[src/rtl/core/tbmp_pkg.sv]
// Types, codes and constants shared by the token bucket message policer.
// No dependencies; every other file of the core refers to it by scoped names.
package tbmp_pkg;

  localparam int unsigned CFG_INDEX_W = 2;
  localparam int unsigned CFG_DATA_W  = 17;

  localparam logic [CFG_INDEX_W-1:0] CFG_BURST_TOKENS      = 2'd0;
  localparam logic [CFG_INDEX_W-1:0] CFG_REFILL_PER_SECOND = 2'd1;
  localparam logic [CFG_INDEX_W-1:0] CFG_MAX_VIOLATIONS    = 2'd2;

  localparam logic [9:0]  BURST_TOKENS_RESET      = 10'd20;
  localparam logic [16:0] REFILL_PER_SECOND_RESET = 17'd10;
  localparam logic [7:0]  MAX_VIOLATIONS_RESET    = 8'd10;

  localparam logic [19:0] MILLI_PER_TOKEN = 20'd1000;
  localparam logic [19:0] EXTRA_STATE     = 20'd2000;
  localparam logic [19:0] EXTRA_QUERY     = 20'd4000;
  localparam logic [7:0]  VIOLATIONS_MAX  = 8'd255;

  typedef enum logic [1:0] {
    KIND_OTHER   = 2'd0,
    KIND_STATE   = 2'd1,
    KIND_FIGHT   = 2'd2,
    KIND_CATALOG = 2'd3
  } kind_t;

  typedef enum logic [2:0] {
    VERDICT_ACCEPT  = 3'd0,
    VERDICT_IGNORED = 3'd1,
    VERDICT_RATE    = 3'd2,
    VERDICT_PARSE   = 3'd3,
    VERDICT_REFUSED = 3'd4
  } verdict_t;

  typedef struct packed {
    logic [9:0]  burst_tokens;
    logic [16:0] refill_per_second;
    logic [7:0]  max_violations;
  } cfg_t;

  typedef struct packed {
    logic [19:0] level_milli;
    logic [63:0] last_time;
    logic        bucket_started;
    logic [7:0]  violation_count;
    logic        is_closing;
  } state_t;

  typedef struct packed {
    logic        cmd;
    logic [63:0] now_ms;
    logic        parse_ok;
    logic [1:0]  command_kind;
    logic        later_refused;
  } word_t;

  typedef struct packed {
    verdict_t    verdict;
    logic        close_now;
    logic [19:0] tokens_left;
  } result_t;

endpackage

[src/rtl/core/tbmp_if.sv]
// Valid/ready channel interfaces for the policer's input and result words.
// Depends on tbmp_pkg for the verdict type.
interface tbmp_item_if;
  logic        valid;
  logic        ready;
  logic        cmd;
  logic [63:0] now_ms;
  logic        parse_ok;
  logic [1:0]  command_kind;
  logic        later_refused;

  modport source (output valid, cmd, now_ms, parse_ok, command_kind, later_refused,
                  input ready);
  modport sink   (input valid, cmd, now_ms, parse_ok, command_kind, later_refused,
                  output ready);
endinterface

interface tbmp_result_if;
  logic               valid;
  logic               ready;
  tbmp_pkg::verdict_t verdict;
  logic               close_now;
  logic [19:0]        tokens_left;

  modport source (output valid, verdict, close_now, tokens_left, input ready);
  modport sink   (input valid, verdict, close_now, tokens_left, output ready);
endinterface

[src/rtl/core/token_bucket_message_policer_core.sv]
// Token bucket message policer for one connection: top level.
// Depends on tbmp_pkg, tbmp_if (channel interfaces) and tbmp_update.
//
// Input words arrive on the item channel (valid/ready): cmd 0 is a message
// with its arrival time, parse status, command kind and upstream refusal;
// cmd 1 is a new connection and returns the bucket, the violation count and
// the closing flag to zero. Every word gives exactly one result word on the
// result channel: verdict, close_now and the bucket level in milli-tokens.
// Configuration (burst_tokens, refill_per_second, max_violations) is written
// through cfg_write/cfg_index/cfg_data; the user must do so only while no
// word is in flight, as the block itself does not enforce it. The word is
// held in one input register and its result in one result register, with the
// refill multiply and charge compares in a single pass between them.
// Throughput is one word per cycle while the receiver takes results; the
// bucket state register closes a loop through that pass.
// Reset (rst, synchronous) restores the register defaults and clears state.
// When the receiver stalls, the result is held and one more word is taken
// into the input register; ready then drops until the result moves on.
module token_bucket_message_policer_core (
  input  logic                                  clk,
  input  logic                                  rst,
  input  logic                                  cfg_write,
  input  logic [tbmp_pkg::CFG_INDEX_W-1:0]      cfg_index,
  input  logic [tbmp_pkg::CFG_DATA_W-1:0]       cfg_data,
  tbmp_item_if.sink                             item,
  tbmp_result_if.source                         result
);

  tbmp_pkg::cfg_t    cfg;
  tbmp_pkg::state_t  state;
  tbmp_pkg::state_t  state_next;
  tbmp_pkg::word_t   word;
  tbmp_pkg::result_t res_next;
  tbmp_pkg::result_t res;
  logic              word_valid;
  logic              result_valid;
  logic              advance;

  assign advance    = word_valid && (!result_valid || result.ready);
  assign item.ready = !word_valid || advance;

  tbmp_update u_update (
    .cfg        (cfg),
    .state      (state),
    .word       (word),
    .state_next (state_next),
    .res        (res_next)
  );

  always_ff @(posedge clk) begin
    if (rst) begin
      cfg.burst_tokens      <= tbmp_pkg::BURST_TOKENS_RESET;
      cfg.refill_per_second <= tbmp_pkg::REFILL_PER_SECOND_RESET;
      cfg.max_violations    <= tbmp_pkg::MAX_VIOLATIONS_RESET;
    end else if (cfg_write) begin
      case (cfg_index)
        tbmp_pkg::CFG_BURST_TOKENS:      cfg.burst_tokens      <= cfg_data[9:0];
        tbmp_pkg::CFG_REFILL_PER_SECOND: cfg.refill_per_second <= cfg_data;
        tbmp_pkg::CFG_MAX_VIOLATIONS:    cfg.max_violations    <= cfg_data[7:0];
        default: ;
      endcase
    end
  end

  always_ff @(posedge clk) begin
    if (rst) begin
      word_valid   <= 1'b0;
      result_valid <= 1'b0;
      state        <= '0;
    end else begin
      if (item.valid && item.ready) begin
        word_valid <= 1'b1;
      end else if (advance) begin
        word_valid <= 1'b0;
      end
      if (advance) begin
        result_valid <= 1'b1;
        state        <= state_next;
      end else if (result.ready) begin
        result_valid <= 1'b0;
      end
    end
  end

  always_ff @(posedge clk) begin
    if (item.valid && item.ready) begin
      word.cmd           <= item.cmd;
      word.now_ms        <= item.now_ms;
      word.parse_ok      <= item.parse_ok;
      word.command_kind  <= item.command_kind;
      word.later_refused <= item.later_refused;
    end
    if (advance) begin
      res <= res_next;
    end
  end

  assign result.valid       = result_valid;
  assign result.verdict     = res.verdict;
  assign result.close_now   = res.close_now;
  assign result.tokens_left = res.tokens_left;

endmodule

[src/rtl/core/tbmp_update.sv]
// Single-pass bucket update: refill, charge and violation logic for one word.
// Depends on tbmp_pkg for the state, config, word and result types.
module tbmp_update (
  input  tbmp_pkg::cfg_t    cfg,
  input  tbmp_pkg::state_t  state,
  input  tbmp_pkg::word_t   word,
  output tbmp_pkg::state_t  state_next,
  output tbmp_pkg::result_t res
);

  logic [19:0] cap;
  logic [19:0] level_start;
  logic [63:0] last_start;
  logic        later;
  logic [63:0] diff;
  logic        diff_big;
  logic [36:0] prod;
  logic [36:0] add;
  logic [37:0] sum;
  logic [19:0] level_fill;
  logic [63:0] last_fill;
  logic [19:0] extra;
  logic [19:0] level_one;
  logic [19:0] level_out;
  logic [7:0]  count_inc;
  tbmp_pkg::verdict_t verdict;

  assign cap         = 20'({10'd0, cfg.burst_tokens} * tbmp_pkg::MILLI_PER_TOKEN);
  assign level_start = state.bucket_started ? state.level_milli : cap;
  assign last_start  = state.bucket_started ? state.last_time : word.now_ms;
  assign later       = word.now_ms > last_start;
  assign diff        = word.now_ms - last_start;
  assign diff_big    = diff > {44'd0, cap};
  assign prod        = 37'(diff[19:0]) * 37'(cfg.refill_per_second);
  assign add         = diff_big ? ((cfg.refill_per_second == '0) ? 37'd0 : 37'(cap)) : prod;
  assign sum         = 38'(level_start) + 38'(add);
  assign level_fill  = later ? ((sum < 38'(cap)) ? sum[19:0] : cap) : level_start;
  assign last_fill   = later ? word.now_ms : last_start;
  assign level_one   = level_fill - tbmp_pkg::MILLI_PER_TOKEN;
  assign count_inc   = (state.violation_count == tbmp_pkg::VIOLATIONS_MAX) ?
                       state.violation_count : state.violation_count + 8'd1;

  always_comb begin
    case (tbmp_pkg::kind_t'(word.command_kind))
      tbmp_pkg::KIND_OTHER:   extra = '0;
      tbmp_pkg::KIND_STATE:   extra = tbmp_pkg::EXTRA_STATE;
      tbmp_pkg::KIND_FIGHT:   extra = tbmp_pkg::EXTRA_QUERY;
      tbmp_pkg::KIND_CATALOG: extra = tbmp_pkg::EXTRA_QUERY;
      default:                extra = '0;
    endcase
  end

  always_comb begin
    if (level_fill < tbmp_pkg::MILLI_PER_TOKEN) begin
      verdict   = tbmp_pkg::VERDICT_RATE;
      level_out = level_fill;
    end else if (!word.parse_ok) begin
      verdict   = tbmp_pkg::VERDICT_PARSE;
      level_out = level_one;
    end else if (level_one < extra) begin
      verdict   = tbmp_pkg::VERDICT_RATE;
      level_out = level_one;
    end else if (word.later_refused) begin
      verdict   = tbmp_pkg::VERDICT_REFUSED;
      level_out = level_one - extra;
    end else begin
      verdict   = tbmp_pkg::VERDICT_ACCEPT;
      level_out = level_one - extra;
    end
  end

  always_comb begin
    state_next = state;
    res        = '{verdict: tbmp_pkg::VERDICT_ACCEPT, close_now: 1'b0, tokens_left: '0};
    if (word.cmd) begin
      state_next = '0;
    end else if (state.is_closing) begin
      res.verdict     = tbmp_pkg::VERDICT_IGNORED;
      res.tokens_left = state.level_milli;
    end else begin
      state_next.level_milli    = level_out;
      state_next.last_time      = last_fill;
      state_next.bucket_started = 1'b1;
      res.verdict               = verdict;
      res.tokens_left           = level_out;
      if (verdict != tbmp_pkg::VERDICT_ACCEPT) begin
        state_next.violation_count = count_inc;
        if (count_inc > cfg.max_violations) begin
          state_next.is_closing = 1'b1;
          res.close_now         = 1'b1;
        end
      end
    end
  end

endmodule

[src/flat_wrapper.sv]
// flat-port wrapper written by rule: the top's interface ports become plain ports
module token_bucket_message_policer_core_flat 
  (clk, rst, cfg_write, cfg_index, cfg_data, item_valid, item_cmd, item_now_ms, item_parse_ok, item_command_kind, item_later_refused, item_ready, result_valid, result_verdict, result_close_now, result_tokens_left, result_ready);
  tbmp_item_if item_i ();
  tbmp_result_if result_i ();
  input  logic clk;
  input  logic rst;
  input  logic cfg_write;
  input  logic [tbmp_pkg::CFG_INDEX_W-1:0] cfg_index;
  input  logic [tbmp_pkg::CFG_DATA_W-1:0] cfg_data;
  input wire logic [$bits(item_i.valid)-1:0] item_valid;
  input wire logic [$bits(item_i.cmd)-1:0] item_cmd;
  input wire logic [$bits(item_i.now_ms)-1:0] item_now_ms;
  input wire logic [$bits(item_i.parse_ok)-1:0] item_parse_ok;
  input wire logic [$bits(item_i.command_kind)-1:0] item_command_kind;
  input wire logic [$bits(item_i.later_refused)-1:0] item_later_refused;
  output wire logic [$bits(item_i.ready)-1:0] item_ready;
  output wire logic [$bits(result_i.valid)-1:0] result_valid;
  output wire logic [$bits(result_i.verdict)-1:0] result_verdict;
  output wire logic [$bits(result_i.close_now)-1:0] result_close_now;
  output wire logic [$bits(result_i.tokens_left)-1:0] result_tokens_left;
  input wire logic [$bits(result_i.ready)-1:0] result_ready;
  assign item_i.valid = item_valid;
  assign item_i.cmd = item_cmd;
  assign item_i.now_ms = item_now_ms;
  assign item_i.parse_ok = item_parse_ok;
  assign item_i.command_kind = item_command_kind;
  assign item_i.later_refused = item_later_refused;
  assign item_ready = item_i.ready;
  assign result_valid = result_i.valid;
  assign result_verdict = result_i.verdict;
  assign result_close_now = result_i.close_now;
  assign result_tokens_left = result_i.tokens_left;
  assign result_i.ready = result_ready;
  token_bucket_message_policer_core u_core (.clk(clk), .rst(rst), .cfg_write(cfg_write), .cfg_index(cfg_index), .cfg_data(cfg_data), .item(item_i), .result(result_i));
endmodule
[config.mk]
export PLATFORM = sky130hd
export DESIGN_NAME = token_bucket_message_policer_core_flat
export DESIGN_NICKNAME = d
export VERILOG_FILES = /design/src/rtl/core/tbmp_pkg.sv /design/src/rtl/core/tbmp_if.sv /design/src/rtl/core/token_bucket_message_policer_core.sv /design/src/rtl/core/tbmp_update.sv /design/src/flat_wrapper.sv
export SDC_FILE = /design/constraint.sdc
export NUM_CORES = 2
export LEC_CHECK = 0
export BUFFER_PORTS_ARGS = -buffer_cell sky130_fd_sc_hd__buf_2
export CAP_MARGIN = 20
export CORE_MARGIN = 3
export CORE_UTILIZATION = 53
export CTS_CLUSTER_DIAMETER = 150
export DETAILED_ROUTE_END_ITERATION = 16
export PLACE_DENSITY = 0.7
export SYNTH_ARGS = -nofsm -noshare
export SYNTH_HDL_FRONTEND = slang
export SYNTH_SLANG_ARGS = --single-unit
[constraint.sdc]
create_clock -name clk -period 45.3 [get_ports clk]
set_clock_uncertainty 0.2 [all_clocks]
set_input_delay 4.53 -clock clk [delete_from_list [all_inputs] [get_ports clk]]
set_output_delay 4.53 -clock clk [all_outputs]
set_load 0.02 [all_outputs]
### Word level (Yosys, flattened, before mapping)

Cells that the tools add are included.

* $add $sub $neg: 5
* multiply operators: 2
* $lt $le $gt $ge: 6
* equality and inequality tests: 7
* multiplexer cells: 26
* bitwise logic cells: 1
* reduce and logical (&&, ||, !) cells: 21

Operator list (count)
* two-way mux 94 bit: 2
* two-way mux 20 bit: 8
* two-way mux 64 bit: 2
* greater-than comparator 64 x 20 -> 1 bit: 1
* greater-than comparator 64 bit: 1
* subtractor 64 bit: 1
* case mux 20 bit (3 select lines): 1
* adder 20 x 37 -> 38 bit: 1
* < comparator 38 x 20 -> 1 bit: 1
* multiplier 20 x 17 -> 37 bit: 1
* two-way mux 37 bit: 1
* < comparator 20 x 10 -> 1 bit (second input constant): 1
* < comparator 20 bit: 1
* subtractor 20 x 10 -> 20 bit (second input constant): 1
* subtractor 20 bit: 1
* zero test 17 bit: 1
* multiplier 10 x 7 -> 17 bit (second input constant): 1
* two-way mux 3 bit: 4
* two-way mux 9 bit: 1
* adder 8 x 1 -> 8 bit (second input constant): 1
* == test 8 bit (second input constant): 1
* greater-than comparator 8 bit: 1
* two-way mux 8 bit: 1
* AND reduction 2 bit: 4
* other kinds (14): 29

* register bits after elaboration: 224
* input port bits: 93
* output and inout port bits: 26
* word-level logic and storage cells: 87

### Logic depth before layout (Yosys ltp)

* depth after elaboration: 17
* gate-level depth with buffers: 73
* gate-level depth less buffers: 67

### Modules after synthesis

From an unflattened synthesis, not the netlist that was laid out.

* cells, all modules: 3997
* area, all modules: 33029.2 um^2

By module, submodules not included
* tbmp_update: instances 1, cells an instance 3333, area an instance 24696.2 um^2, seq. area each 0.0 um^2
* token_bucket_message_policer_core: instances 1, cells an instance 664, area an instance 8333.0 um^2, seq. area each 5415.2 um^2

### Worst setup path before layout

No wires, ideal clock.

* kind: register to register
* from: reg, netlist name u_core.state[9]
* to: reg u_core.res (netlist bit u_core.result.tokens_left[19]), data pin
* library setup time: 0.255 ns
* arrival: 14.467 ns
* required time: 44.845 ns
* setup slack: 30.378 ns
* cell stages (with the launch flop): 60
* path buffers: 7
* clock period less this slack: 14.922 ns
* path through: dfxtp_1 > clkbuf_1 > clkbuf_1 > buf_1 > mux2i_1 > ha_1 > clkbuf_1 > a21oi_1 > a21bo_2 > a221oi_1 > o21bai_1 > xor2_1 > clkbuf_1 > nand2_1 > fa_1 > fa_1 > inv_1 > fa_1 > (+24 left out) > mux2i_4 > inv_1 > ha_1 > nor3_1 > nand2_1 > xnor2_1 > ha_1 > and2_1 > o21ai_0 > nand2b_1 > a21o_1 > a21o_1 > a2111oi_0 > nand4_1 > nand3b_1 > nor3_1 > mux2i_1 > o21ba_2

* cells in the longest elaborated chain, start to end: 14
* elaborated cells on any way between the ends: 19
* those cells by class: 4 x add/sub; 1 x mul; 5 x order compare; 9 x mux

Ends and longest elaborated chain
* two-way mux 64 bit: RTL line tbmp_update.sv:30 `assign last_start = state.bucket_started ? state.last_time : word.now_ms;`
* subtractor 64 bit: RTL line tbmp_update.sv:32 `assign diff = word.now_ms - last_start;`
* multiplier 20 x 17 -> 37 bit or greater-than comparator 64 x 20 -> 1 bit (tied branches): RTL line tbmp_update.sv:34, tbmp_update.sv:33
* two-way mux 37 bit: RTL line tbmp_update.sv:35 `assign add = diff_big ? ((cfg.refill_per_second == '0) ? 37'd0 : 37'(cap)) : prod;`
* adder 20 x 37 -> 38 bit: RTL line tbmp_update.sv:36 `assign sum = 38'(level_start) + 38'(add);`
* < comparator 38 x 20 -> 1 bit: RTL line tbmp_update.sv:37 `assign level_fill = later ? ((sum < 38'(cap)) ? sum[19:0] : cap) : level_start;`
* two-way mux 20 bit: RTL line tbmp_update.sv:37
* two-way mux 20 bit (*): RTL line tbmp_update.sv:37
* subtractor 20 x 10 -> 20 bit: RTL line tbmp_update.sv:39 `assign level_one = level_fill - tbmp_pkg::MILLI_PER_TOKEN;`
* subtractor 20 bit or < comparator 20 bit (tied branches): RTL line tbmp_update.sv:65, tbmp_update.sv:68, tbmp_update.sv:60
* two-way mux 20 bit: RTL line tbmp_update.sv:60 `end else if (level_one < extra) begin`
* two-way mux 20 bit: RTL line tbmp_update.sv:57 `end else if (!word.parse_ok) begin`
* two-way mux 20 bit (*): RTL line tbmp_update.sv:54 `if (level_fill < tbmp_pkg::MILLI_PER_TOKEN) begin`
* two-way mux 20 bit (*): RTL line tbmp_update.sv:77 `end else if (state.is_closing) begin`
* end signal: assignment: RTL line token_bucket_message_policer_core.sv:94 `res <= res_next;`
* end: declaration: RTL line token_bucket_message_policer_core.sv:34 `tbmp_pkg::result_t res;`

Every way passes the cells marked *; elsewhere a longest branch is shown, timed or not.
A chain may end at the register's enable or synchronous reset.

### Final worst setup path

* from: reg, netlist name u_core.cfg[26]
* to: reg u_core.res (netlist bit u_core.result.tokens_left[6]), data pin

* cells in the longest elaborated chain, start to end: 13
* elaborated cells on any way between the ends: 17
* those cells by class: 3 x add/sub; 1 x mul; 4 x order compare; 9 x mux

Ends and longest elaborated chain
* multiplier 10 x 7 -> 17 bit (*): RTL line tbmp_update.sv:28 `assign cap = 20'({10'd0, cfg.burst_tokens} * tbmp_pkg::MILLI_PER_TOKEN);`
* greater-than comparator 64 x 20 -> 1 bit or two-way mux 20 bit (tied branches): RTL line tbmp_update.sv:33, tbmp_update.sv:35
* two-way mux 37 bit: RTL line tbmp_update.sv:35
* adder 20 x 37 -> 38 bit: RTL line tbmp_update.sv:36
* < comparator 38 x 20 -> 1 bit: RTL line tbmp_update.sv:37
* two-way mux 20 bit: RTL line tbmp_update.sv:37
* two-way mux 20 bit (*): RTL line tbmp_update.sv:37
* subtractor 20 x 10 -> 20 bit: RTL line tbmp_update.sv:39
* subtractor 20 bit or < comparator 20 bit (tied branches): RTL line tbmp_update.sv:65, tbmp_update.sv:68, tbmp_update.sv:60
* two-way mux 20 bit: RTL line tbmp_update.sv:60
* two-way mux 20 bit: RTL line tbmp_update.sv:57
* two-way mux 20 bit (*): RTL line tbmp_update.sv:54
* two-way mux 20 bit (*): RTL line tbmp_update.sv:77

Marked as above.

==> impl_metrics.json <==
{
  "drv_cap": 0,
  "yosysWarnings": 0,
  "postSynthCellCount": 3847,
  "status": "completed",
  "intPower_w": 0.00102,
  "synthAdderAreaFrac": 0.302,
  "routed.top_layer": "met4",
  "start_kind": "flip-flop",
  "grtUsageTotal": 0.296,
  "wl_met2_mm": 44.7,
  "rows": 89,
  "slew_headroom": 0.238,
  "drive_above_1_share": 0.0725,
  "endpoint": "u_core.result.tokens_left[6]",
  "endpoint_kind": "flip-flop",
  "drc": 0,
  "slowest_delay_ns": 0.81,
  "pwr-share-comb": 0.785,
  "place_hpwl_mm": 71.9,
  "timing.critical_path.fanout_max": 14,
  "power_frac_seq": 0.117,
  "leakage_nw": 15.0,
  "io_pins": 119,
  "slowest_stage": "nor4_1",
  "cts.repair.resized": 0,
  "drt_iter0_drc": 2195,
  "muxShareOfSynthArea": 0.0301,
  "power.density_mw_per_mm2": 64.8,
  "grt_pass1_wl_mm": 149,
  "wl_per_cell_um": 20.1,
  "reg2reg_to": "u_core.result.tokens_left[6]",
  "timing.rr.start": "u_core.cfg[26]",
  "cp.arrival_ns": 16.97,
  "tns_ns": 0,
  "nNetsFinal": 4521,
  "h-tree-depth": 1,
  "grt_overflow_total": 0,
  "criticalPathCategory": "flip-flop to flip-flop",
  "crit_start": "u_core.cfg[26]",
  "synth_edf_count": 93,
  "cts.sinks": 224,
  "grt_max_degree": 119,
  "avgViaCountPerCell": 6.09,
  "cts_made_buffers": 26,
  "synthSimpleGateAreaFrac": 0.199,
  "fmax_ghz": 0.0596,
  "ys.flop_type": "dfxtp_1",
  "fp.dieH_um": 251,
  "p_sw_frac": 0.534,
  "grt_setup_unrepaired": "false",
  "clk_path_buf_depth": 3,
  "syn_area_per_cell_um2": 8.25,
  "finalPower_w": 0.00219,
  "syn_area_mm2": 0.0317,
  "async_reset_ff_frac": 0,
  "via_count": 28300,
  "synth_compound_area_frac": 0.189,
  "die-area_mm2": 0.0628,
  "critPathRequiredTime_ns": 45.48,
  "vdd_drop_max_mv": 0.0567,
  "synth_top_family_by_area": "adder cells",
  "drt-total-wl_mm": 93.2,
  "ys_types": 106,
  "rrSetupSlack_ns": 28.51,
  "drt-pass1-iter-count": 6,
  "rr_worst_depth": 60,
  "grt_antenna_before_repair": 4,
  "cts_tree": "done",
  "period_needed_ns": 16.79,
  "hold_class": "flip-flop to flip-flop",
  "met3WireLength_mm": 6.38,
  "finalSetupViolCount": 0,
  "area_growth_syn_to_layout_pct": 6.64,
  "seq_area_frac_synth": 0.171,
  "power_frac_clock": 0.098,
  "synth_top_area_share": 0.191,
  "post-cts-setup-buffers": 0,
  "port_buffers": 118,
  "synth-xor-area-share": 0.0336,
  "p_sw_w": 0.00117,
  "core_mm2": 0.0591,
  "clk_pin_slew_ns": 0.06,
  "synth_nets": 4526,
  "worst_slew_pin_slew_ns": 1.14,
  "holdBufCountCts": 0,
  "ys_ff_latch": 224,
  "grt_pass1_vias": 27700,
  "die_x_um": 251,
  "slew_viol_final": 0,
  "synth_area_leaders": "fa_1 19%, ha_1 11%, edfxtp_1 8.8%, dfxtp_1 8.3%, nand2_1 5.9%",
  "synth_top_cell_by_area": "fa_1",
  "wl_met1_mm": 38.9,
  "initial_core_util": 0.537,
  "root_buffer": "clkbuf_16",
  "finalCritPeriodShare": 0.371,
  "clock_latency_ns": 0.56,
  "globalplace.congestion": 1.01,
  "ant_nets": 0,
  "finalHoldViolCount": 0
}
==> logic make-up after synthesis <==
logic type                 count (synthesis)
xor gates and xnor gates                 121
DFF                                      224
adders and majority gates                586
muxes                                     93
and+or+nand+nor                         1293
AOI/OAI and AO/OA                        902
buffers and inverters                    628
==> Yosys cell counts, types with 24 or more instances <==
library cell	instances
nand2_1	500
inv_1	430
fa_1	302
ha_1	284
nor2_1	257
o21ai_0	216
a21oi_1	209
clkbuf_1	180
and2_1	148
dfxtp_1	131
edfxtp_1	93
mux2i_1	85
xnor2_1	81
a22oi_1	71
nand4_1	60
nor3_1	59
a21o_1	56
nand3_1	46
a211oi_1	41
nor2b_1	39
xor2_1	39
o211ai_1	36
o21a_1	32
nand2b_1	29
o31ai_1	27
and3_1	26
nor4_1	24
or3_1	24
==> critical path: cells and delay by family, from the launching register on <==
family	cells	cell delay, ns
adders and majority gates	10	3.82
xor gates and xnor gates	3	0.82
muxes	1	0.29
buffers and inverters	3	0.36
DFF	1	0.41
AOI/OAI and AO/OA	28	6.34
and+or+nand+nor	15	4.30
==> power groups by stage <==
stage / clock (W) / combinational, W / sequential (W)
after CTS: 0.000221 / 0.00170 / 0.000256
after global routing: 0.000229 / 0.00192 / 0.000259
after detailed placement: 0 / 0.00169 / 0.000260
after global placement: 0 / 0.00168 / 0.000260
after floorplan: 0 / 0.00130 / 0.000261
final: 0.000215 / 0.00172 / 0.000256
==> per-layer routing <==
| metal | vias up | track usage |
|---|---|---|
| met5 | - | 0 |
| met4 | 0 | 0.0912 |
| met3 | 194 | 0.0459 |
| met2 | 1004 | 0.509 |
| met1 | 13800 | 0.383 |
| li1 | 13300 | - |
==> registers in the layout, indices dropped and copies added (netlist names) <==
signal	flops
u_core.cfg	35
u_core.result.close_now	1
u_core.result.tokens_left	20
u_core.result.valid	1
u_core.result.verdict	3
u_core.state	94
u_core.word	69
u_core.word_valid	1
==> area by class of cell <==
| cell class | count | area, um^2 |
|---|---|---|
| antenna | 3 | 7.51 |
| clock buffer | 35 | 724 |
| clock inverter | 13 | 153 |
| fill | 5492 | 25300 |
| inverter | 431 | 1620 |
| multi-input combinational | 2995 | 24000 |
| sequential | 224 | 5420 |
| tap | 773 | 967 |
| timing repair buffer | 164 | 951 |
==> how the worst min path moves through the flow <==
stage	endpoint	start	cells after the start
floorplan	u_core.state[92]	u_core.state[92]	2
global placement	u_core.cfg[14]	u_core.cfg[14]	2
detailed placement	u_core.cfg[14]	u_core.cfg[14]	2
CTS	u_core.cfg[14]	u_core.cfg[14]	2
global route	u_core.cfg[14]	u_core.cfg[14]	2
finish	u_core.cfg[14]	u_core.cfg[14]	2
==> cells in the final DEF, fill, tap and decap left out, types with 23 or more instances in the layout <==
| cell type | count |
|---|---|
| nand2_1 | 500 |
| inv_1 | 430 |
| fa_1 | 302 |
| ha_1 | 284 |
| nor2_1 | 256 |
| o21ai_0 | 216 |
| a21oi_1 | 209 |
| and2_1 | 147 |
| dfxtp_1 | 130 |
| buf_2 | 117 |
| edfxtp_1 | 93 |
| mux2i_1 | 85 |
| xnor2_1 | 79 |
| a22oi_1 | 71 |
| nand4_1 | 60 |
| nor3_1 | 59 |
| a21o_1 | 56 |
| nand3_1 | 46 |
| buf_4 | 46 |
| a211oi_1 | 41 |
| nor2b_1 | 39 |
| xor2_1 | 39 |
| o211ai_1 | 36 |
| o21a_1 | 32 |
| nand2b_1 | 29 |
| o31ai_1 | 27 |
| and3_1 | 26 |
| clkbuf_16 | 26 |
| or3_1 | 24 |
| nor4_1 | 23 |
| a22o_1 | 23 |
==> per-stage QoR <==
| stage | cells | setup slack, ns | area, um^2 | util | hold slack [ns] |
|---|---|---|---|---|---|
| floorplan | 3847 | 30.38 | 31700 | - | 0.240 |
| global placement | 4585 | 28.86 | 32900 | 0.557 | 0.244 |
| detailed placement | 4585 | 28.76 | 32900 | 0.557 | 0.252 |
| CTS | 4633 | 28.73 | 33800 | 0.572 | 0.264 |
| global route | 4635 | 27.53 | 33800 | 0.572 | 0.288 |
| finish | 4638 | 28.51 | 33800 | 0.572 | 0.259 |
(Power assumes the default switching activity.)
